**config.mk**
```make
export PLATFORM = sky130hd
export DESIGN_NAME = gcib_phase
export DESIGN_NICKNAME = d
export VERILOG_FILES = /design/src/sv/gcib_pkg.sv /design/src/sv/gcib_phase.sv
export SDC_FILE = /design/constraint.sdc
export NUM_CORES = 2
export LEC_CHECK = 0
export ABC_CLOCK_PERIOD_IN_PS = 13300
export BUFFER_PORTS_ARGS = -buffer_cell sky130_fd_sc_hd__buf_2
export CORE_MARGIN = 8
export CORE_UTILIZATION = 60
export CTS_CLUSTER_DIAMETER = 80
export DETAILED_ROUTE_END_ITERATION = 8
export GPL_ROUTABILITY_DRIVEN = 1
export PLACE_DENSITY = 0.76
export SLEW_MARGIN = 5
export SYNTH_ARGS = -nofsm -noshare
export SYNTH_HDL_FRONTEND = slang
export SYNTH_SLANG_ARGS = --single-unit
```
**constraint.sdc**
```tcl
create_clock -name clk -period 13.3 [get_ports clk]
set_clock_uncertainty 0.05 [all_clocks]
set_input_delay 3.99 -clock clk [delete_from_list [all_inputs] [get_ports clk]]
set_output_delay 3.99 -clock clk [all_outputs]
set_load 0.05 [all_outputs]
```
**src/sv/gcib_pkg.sv**
```systemverilog
// ============================================================================
// gcib_pkg
// Shared constants, widths and the arctangent table for the bearing pipeline.
// ============================================================================
package gcib_pkg;

    // Number of CORDIC iterations in each rotator.
    localparam int CORDIC_STAGES = 20;

    // Datapath widths.
    localparam int PH_W = 32;   // angle phase, 2^32 is a full turn
    localparam int SC_W = 34;   // sine/cosine rotator, Q30 plus headroom
    localparam int MP_W = 2 * SC_W;
    localparam int AV_W = 36;   // east/north vector entering the arctangent
    localparam int AT_W = 38;   // vectoring rotator with gain headroom
    localparam int HD_W = 17;   // heading and bearing, 1/256 degree

    // Degree-to-phase conversion: q = round(mag * 2^22 / 3515625).
    localparam logic [21:0] PH_DIV      = 22'd3515625;
    localparam logic [53:0] PH_HALF_DIV = 54'd1757812;
    // Reciprocal floor(2^54 / 3515625), split at bit 17.
    localparam logic [15:0] PH_MUL_HI   = 16'd39093;
    localparam logic [16:0] PH_MUL_LO   = 17'd97880;

    // Rotator start amplitude: 1.0 in Q30 divided by the CORDIC gain.
    localparam logic signed [SC_W-1:0] SC_AMP     = SC_W'(64'sd652032874);
    localparam logic signed [SC_W-1:0] SC_QUARTER = SC_W'(64'sd1073741824);
    localparam logic signed [SC_W-1:0] SC_HALF    = SC_W'(64'sd2147483648);

    // One full turn in output units.
    localparam logic [HD_W-1:0] FULL_TURN_OUT = 17'd92160;

    // Configuration register indexes (address bit 2).
    localparam logic REG_DEST_LAT = 1'b0;
    localparam logic REG_DEST_LON = 1'b1;

    // Pipeline latencies.
    localparam int PH_LAT   = 5;
    localparam int DL_LAT   = 1;
    localparam int SC_LAT   = CORDIC_STAGES + 2;
    localparam int MUL_LAT  = 4;
    localparam int AT_LAT   = CORDIC_STAGES + 3;
    localparam int PIPE_LAT = PH_LAT + DL_LAT + SC_LAT + MUL_LAT + AT_LAT;

    // atan(2^-i) as a phase of a 2^32 full turn.
    localparam logic [31:0] ATAN_TAB [32] = '{
        32'h20000000, 32'h12E4051E, 32'h09FB385B, 32'h051111D4,
        32'h028B0D43, 32'h0145D7E1, 32'h00A2F61E, 32'h00517C55,
        32'h0028BE53, 32'h00145F2F, 32'h000A2F98, 32'h000517CC,
        32'h00028BE6, 32'h000145F3, 32'h0000A2FA, 32'h0000517D,
        32'h000028BE, 32'h0000145F, 32'h00000A30, 32'h00000518,
        32'h0000028C, 32'h00000146, 32'h000000A3, 32'h00000051,
        32'h00000029, 32'h00000014, 32'h0000000A, 32'h00000005,
        32'h00000003, 32'h00000001, 32'h00000001, 32'h00000000
    };

    function automatic logic [31:0] cordic_atan(input int idx);
        logic [4:0] k;
        k = 5'(idx);
        return ATAN_TAB[k];
    endfunction

endpackage

```
**src/sv/gcib_phase.sv**
```systemverilog
// ============================================================================
// gcib_phase
// Converts an angle in 1e-7 degree to a 32-bit phase with rounding.
// ============================================================================
module gcib_phase (
    input  logic                         clk,
    input  logic                         en,
    input  logic signed [31:0]           angle,
    output logic [gcib_pkg::PH_W-1:0]    phase
);
    import gcib_pkg::*;

    logic [31:0] mag_s1_reg, mag_s2_reg, mag_s3_reg, mag_s4_reg;
    logic        neg_s1_reg, neg_s2_reg, neg_s3_reg, neg_s4_reg;
    logic [47:0] hi_s2_reg;
    logic [48:0] lo_s2_reg;
    logic [31:0] q0_s3_reg, q0_s4_reg;
    logic [53:0] qd_s4_reg;
    logic [PH_W-1:0] phase_reg;

    logic [31:0] mag_next;
    logic [64:0] sum_next;
    logic [53:0] num_s4, rem_s4;
    logic [31:0] q_next;
    logic [PH_W-1:0] phase_next;

    // Magnitude of the angle; the most negative value still fits unsigned.
    always_comb
    begin
        mag_next = angle[31] ? 32'(33'sd0 - 33'(angle)) : 32'(angle);
    end

    // Reciprocal product assembled from its two partial products.
    always_comb
    begin
        sum_next = 65'({hi_s2_reg, 17'b0}) + 65'(lo_s2_reg);
    end

    // Remainder correction: the estimate is low by at most two.
    always_comb
    begin
        num_s4 = {mag_s4_reg, 22'b0} + PH_HALF_DIV;
        rem_s4 = num_s4 - qd_s4_reg;
        priority if (rem_s4 >= 54'(2 * PH_DIV))
        begin
            q_next = q0_s4_reg + 32'd2;
        end
        else if (rem_s4 >= 54'(PH_DIV))
        begin
            q_next = q0_s4_reg + 32'd1;
        end
        else
        begin
            q_next = q0_s4_reg;
        end
        phase_next = neg_s4_reg ? (32'd0 - q_next) : q_next;
    end

    // Five register stages, all advancing together.
    always_ff @(posedge clk)
    begin
        if (en)
        begin
            mag_s1_reg <= mag_next;
            neg_s1_reg <= angle[31];

            hi_s2_reg  <= 48'(mag_s1_reg) * 48'(PH_MUL_HI);
            lo_s2_reg  <= 49'(mag_s1_reg) * 49'(PH_MUL_LO);
            mag_s2_reg <= mag_s1_reg;
            neg_s2_reg <= neg_s1_reg;

            q0_s3_reg  <= sum_next[63:32];
            mag_s3_reg <= mag_s2_reg;
            neg_s3_reg <= neg_s2_reg;

            qd_s4_reg  <= 54'(q0_s3_reg) * 54'(PH_DIV);
            q0_s4_reg  <= q0_s3_reg;
            mag_s4_reg <= mag_s3_reg;
            neg_s4_reg <= neg_s3_reg;

            phase_reg  <= phase_next;
        end
    end

    assign phase = phase_reg;

endmodule

```
==> Flow_metrics.wiki <==
{| class="wikitable"
! Metric !! Value
|-
| Run status || complete, no violations
|-
| Transition at the pin with the smallest max-transition slack || 1.060 ns
|-
| Highest achievable clock rate || 0.1158 GHz
|-
| Antenna-violating nets left || 0
|-
| Inserted Clock Buffers || 45
|-
| Mean cell area of the mapped netlist || 10.92 sq um
|-
| Max-Slew Margin vs Limit || 29.36%
|-
| Hold Vio Cnt, Final || 0
|-
| Die area || 85970 sq um
|-
| Capturing element of the worst setup path || lo_s2_reg[48]
|-
| Multi-input gate area || 31660 sq um
|-
| Final core utilization || 64.53%
|-
| Final Cycle Share || 64.95%
|-
| Insertion delay to the later sink of the worst-skew pair || 0.60 ns
|-
| Ys flop type || sky130_fd_sc_hd__edfxtp_1
|-
| Count of placed standard cells in the final layout, fillers left out || 5367
|-
| Number of hold-repair buffers added at the cts stage || 0
|-
| Clock tree from TritonCTS || yes
|-
| Parity-gate share of the synthesized area counting xor and xnor cells || 4.825%
|-
| H-tree Lvls || 2
|-
| Number of buffers added for setup after CTS || 0
|-
| Number of violations of the max-capacitance limit || 0
|-
| Clock slew seen by the registers of the worst setup and hold paths || 0.06 ns
|-
| Number of flip-flops under the largest register name || 51
|-
| Reg-to-reg critical path endpoint || lo_s2_reg[48]
|-
| Area of the core || 76080 sq um
|-
| Remaining design rule violation count || 0
|-
| Part of the Yosys area used for sequential elements || 23.19%
|-
| Number of sinks on the clock net || 356
|-
| Flop-to-flop setup slack || 4.66 ns
|-
| Total cell area at the placement stage || 47630 sq um
|-
| Number of enable-type register cells in the synthesized netlist || 356
|-
| Layout cell share with drive strength beyond 1 || 4.519%
|-
| Unrepaired setup endpoints after global routing || false
|-
| Overall via count from detail_route || 30720
|-
| Count of distinct cell types in the synthesized netlist || 95
|-
| Critical path class || flip-flop to flip-flop
|-
| Iter 0 DRT Violations || 1869
|-
| Via-per-instance ratio || 5.723
|-
| Non-Filler Cell Area, Final || 49090 sq um
|-
| Total Neg Setup Slack || 0 ns
|-
| Post-synthesis async set-or-reset flop share || 0%
|-
| Wire length of the first global-routing pass || 181300 um
|-
| Post-synthesis sequential element count || 356
|-
| Min Clock Period, post-route || 8.638 ns
|-
| Number of diodes added for antenna fixing || 0
|-
| Count of instances resized after the clock tree is built || 0
|-
| Startpoint kind of the worst setup timing path || flip-flop
|-
| Number of inserted filler cells in the final layout || 5974
|-
| Total global routing overflow || 0
|-
| Worst min-delay path category || flip-flop to flip-flop
|-
| Post-DR wirelength/cell || 21.33 um
|-
| Number of buffer cells added on primary ports || 65
|-
| Vias in the first global route || 32600
|-
| Most used cells in the layout excluding fill and tap cells || sky130_fd_sc_hd__inv_1, sky130_fd_sc_hd__fa_1, sky130_fd_sc_hd__ha_1
|-
| Area growth from synthesis to layout || 6.470%
|-
| Synthesized netlist cell count || 4224
|-
| Number of antenna violations at the first check in global routing || 1
|-
| Setup violations, final || 0
|-
| Weighted congestion at the end of routability-driven global placement || 0.9557
|-
| Number of nets in the final layout || 5678
|-
| Kind of end point of the critical path || flip-flop
|-
| Chip width || 293.2 um
|-
| Die Height || 293.2 um
|-
| Worst EP arrival || 8.93 ns
|-
| Worst R2R Path Depth || 26
|-
| Sum of net half-perimeters after detailed placement || 96650 um
|-
| Synth Area in Compound Gates || 8.896%
|-
| Combined global-route utilization of all metal layers || 27.25%
|-
| Aggregate routed wire length || 114500 um
|-
| Netlist Area Pre-Place || 46110 sq um
|-
| Maximum number of pins on one net before global-route repair || 85
|-
| Startpoint of the most critical register-to-register path || mag_s1_reg[8]
|-
| Multiplexer share of the synthesized area || 0.2198%
|-
| Basic-gate share of the synthesized area counting and, or, nand and nor cells || 7.406%
|-
| Beginning of the critical path || mag_s1_reg[8]
|-
| Initial core utilization || 60.60%
|-
| CTS Root Cell || sky130_fd_sc_hd__clkbuf_16
|-
| Maximum count of clock buffers along a single path || 3
|-
| Adder-cell share of the synthesized area || 47.32%
|-
| Most common cell after layout, fill and taps aside || sky130_fd_sc_hd__inv_1
|-
| Dominant combinational cell family by area after synthesis || adder cells
|-
| Final Slew Violations || 0
|-
| Syn Nets || 5599
|-
| Standard-cell rows || 101
|-
| Yosys warnings || 0
|-
| Number of top-level pins || 66
|-
| Dpl cells || 5286
|-
| Sequential cell area || 10690 sq um
|-
| Maximum fanout along the worst path || 11
|-
| Count of TritonRoute iterations in the first routing pass || 7
|-
| Critical path data required time || 13.60 ns
|}
[layout make-up]
cell class,instances,area share (%)
clock buffer,53,2.442
inverter,949,7.257
clock inverter,28,0.5251
multi-input combinational,2873,64.49
tap,1030,2.625
timing repair buffer,78,0.8819
sequential,356,21.78
[per-stage QoR]
stage	hold slack (ns)	setup WS (ns)
CTS	0.3635	4.723
floorplan	0.3503	5.707
global route	0.3696	4.229
global placement	0.3508	4.827
detailed placement	0.3545	4.742
finish	0.3626	4.662
[synthesized netlist by cell type (all sizes together), types with 6 or more instances]
master	n	share of area, %
o22ai	6	0.081
o211ai	22	0.37
nor3	59	0.68
fa	671	29
nand3b	9	0.15
mux2i	9	0.20
or3	20	0.27
o21ai	119	1.3
o2111ai	9	0.18
nor3b	7	0.11
nor2b	23	0.31
a21boi	9	0.17
or4	15	0.25
xnor2	184	3.5
ha	670	18
o21a	33	0.54
buf	8	0.11
clkbuf	38	0.31
o21bai	23	0.37
nand2b	28	0.38
a221oi	8	0.19
nand4	35	0.52
a211o	6	0.11
edfxtp	356	23
xor2	70	1.3
and3	33	0.45
or2	15	0.20
a21oi	149	1.6
nor4	16	0.26
a31oi	22	0.33
o31ai	25	0.45
nand2	143	1.2
and2	16	0.22
a211oi	33	0.57
nor2	161	1.3
inv	949	7.7
o41ai	6	0.13
a2111oi	9	0.18
nand3	61	0.66
a21o	74	1.2
[logic make-up after synthesis]
logic type | count (synthesis)
AOI/OAI and AO/OA | 605
xor gates and xnor gates | 254
and+or+nand+nor | 663
adders and majority gates | 1341
buffers and inverters | 995
muxes | 10
DFF | 356
[routing by layer]
layer	vias up	GRT usage [%]	routed length [um]
met5	-	0	13
met4	2	11.68	5920
met3	251	3.728	5416
met2	926	48.63	58410
met1	15270	32.97	44700
li1	14270	-	-
[how the worst min path moves through the flow]
stage	depth (start not counted)	from	to	slack, ns
2_1_floorplan	0	mag_s2_reg[10]	mag_s3_reg[10]	0.35
3_3_place_gp	0	mag_s2_reg[21]	mag_s3_reg[21]	0.35
3_5_place_dp	0	mag_s2_reg[22]	mag_s3_reg[22]	0.35
4_1_cts	0	mag_s2_reg[28]	mag_s3_reg[28]	0.36
5_1_grt	0	mag_s3_reg[12]	mag_s4_reg[12]	0.37
6_report	0	mag_s2_reg[28]	mag_s3_reg[28]	0.36
[critical path: stages (launching register included)]
cell	delay [ns]
sky130_fd_sc_hd__edfxtp_1	0.87
sky130_fd_sc_hd__inv_1	0.27
sky130_fd_sc_hd__fa_1	0.51
sky130_fd_sc_hd__fa_1	0.49
sky130_fd_sc_hd__inv_1	0.05
sky130_fd_sc_hd__fa_1	0.50
sky130_fd_sc_hd__fa_1	0.54
sky130_fd_sc_hd__inv_1	0.05
sky130_fd_sc_hd__fa_1	0.54
sky130_fd_sc_hd__inv_1	0.06
sky130_fd_sc_hd__fa_1	0.45
sky130_fd_sc_hd__ha_1	0.36
sky130_fd_sc_hd__nand4_1	0.10
sky130_fd_sc_hd__a31o_2	0.24
sky130_fd_sc_hd__a311oi_1	0.21
sky130_fd_sc_hd__buf_4	0.17
sky130_fd_sc_hd__o21ai_0	0.10
sky130_fd_sc_hd__and3b_1	0.19
sky130_fd_sc_hd__o31a_1	0.35
sky130_fd_sc_hd__o21ai_0	0.41
sky130_fd_sc_hd__a211oi_1	0.19
sky130_fd_sc_hd__nor3b_1	0.50
sky130_fd_sc_hd__o21ai_0	0.24
sky130_fd_sc_hd__o31a_1	0.37
sky130_fd_sc_hd__o21ai_0	0.29
sky130_fd_sc_hd__a21oi_1	0.14
sky130_fd_sc_hd__xnor2_1	0.13
Power is left out: the tool's default activity adds up to more than one toggle a clock period on the data nets, which glitch-free logic cannot reach.
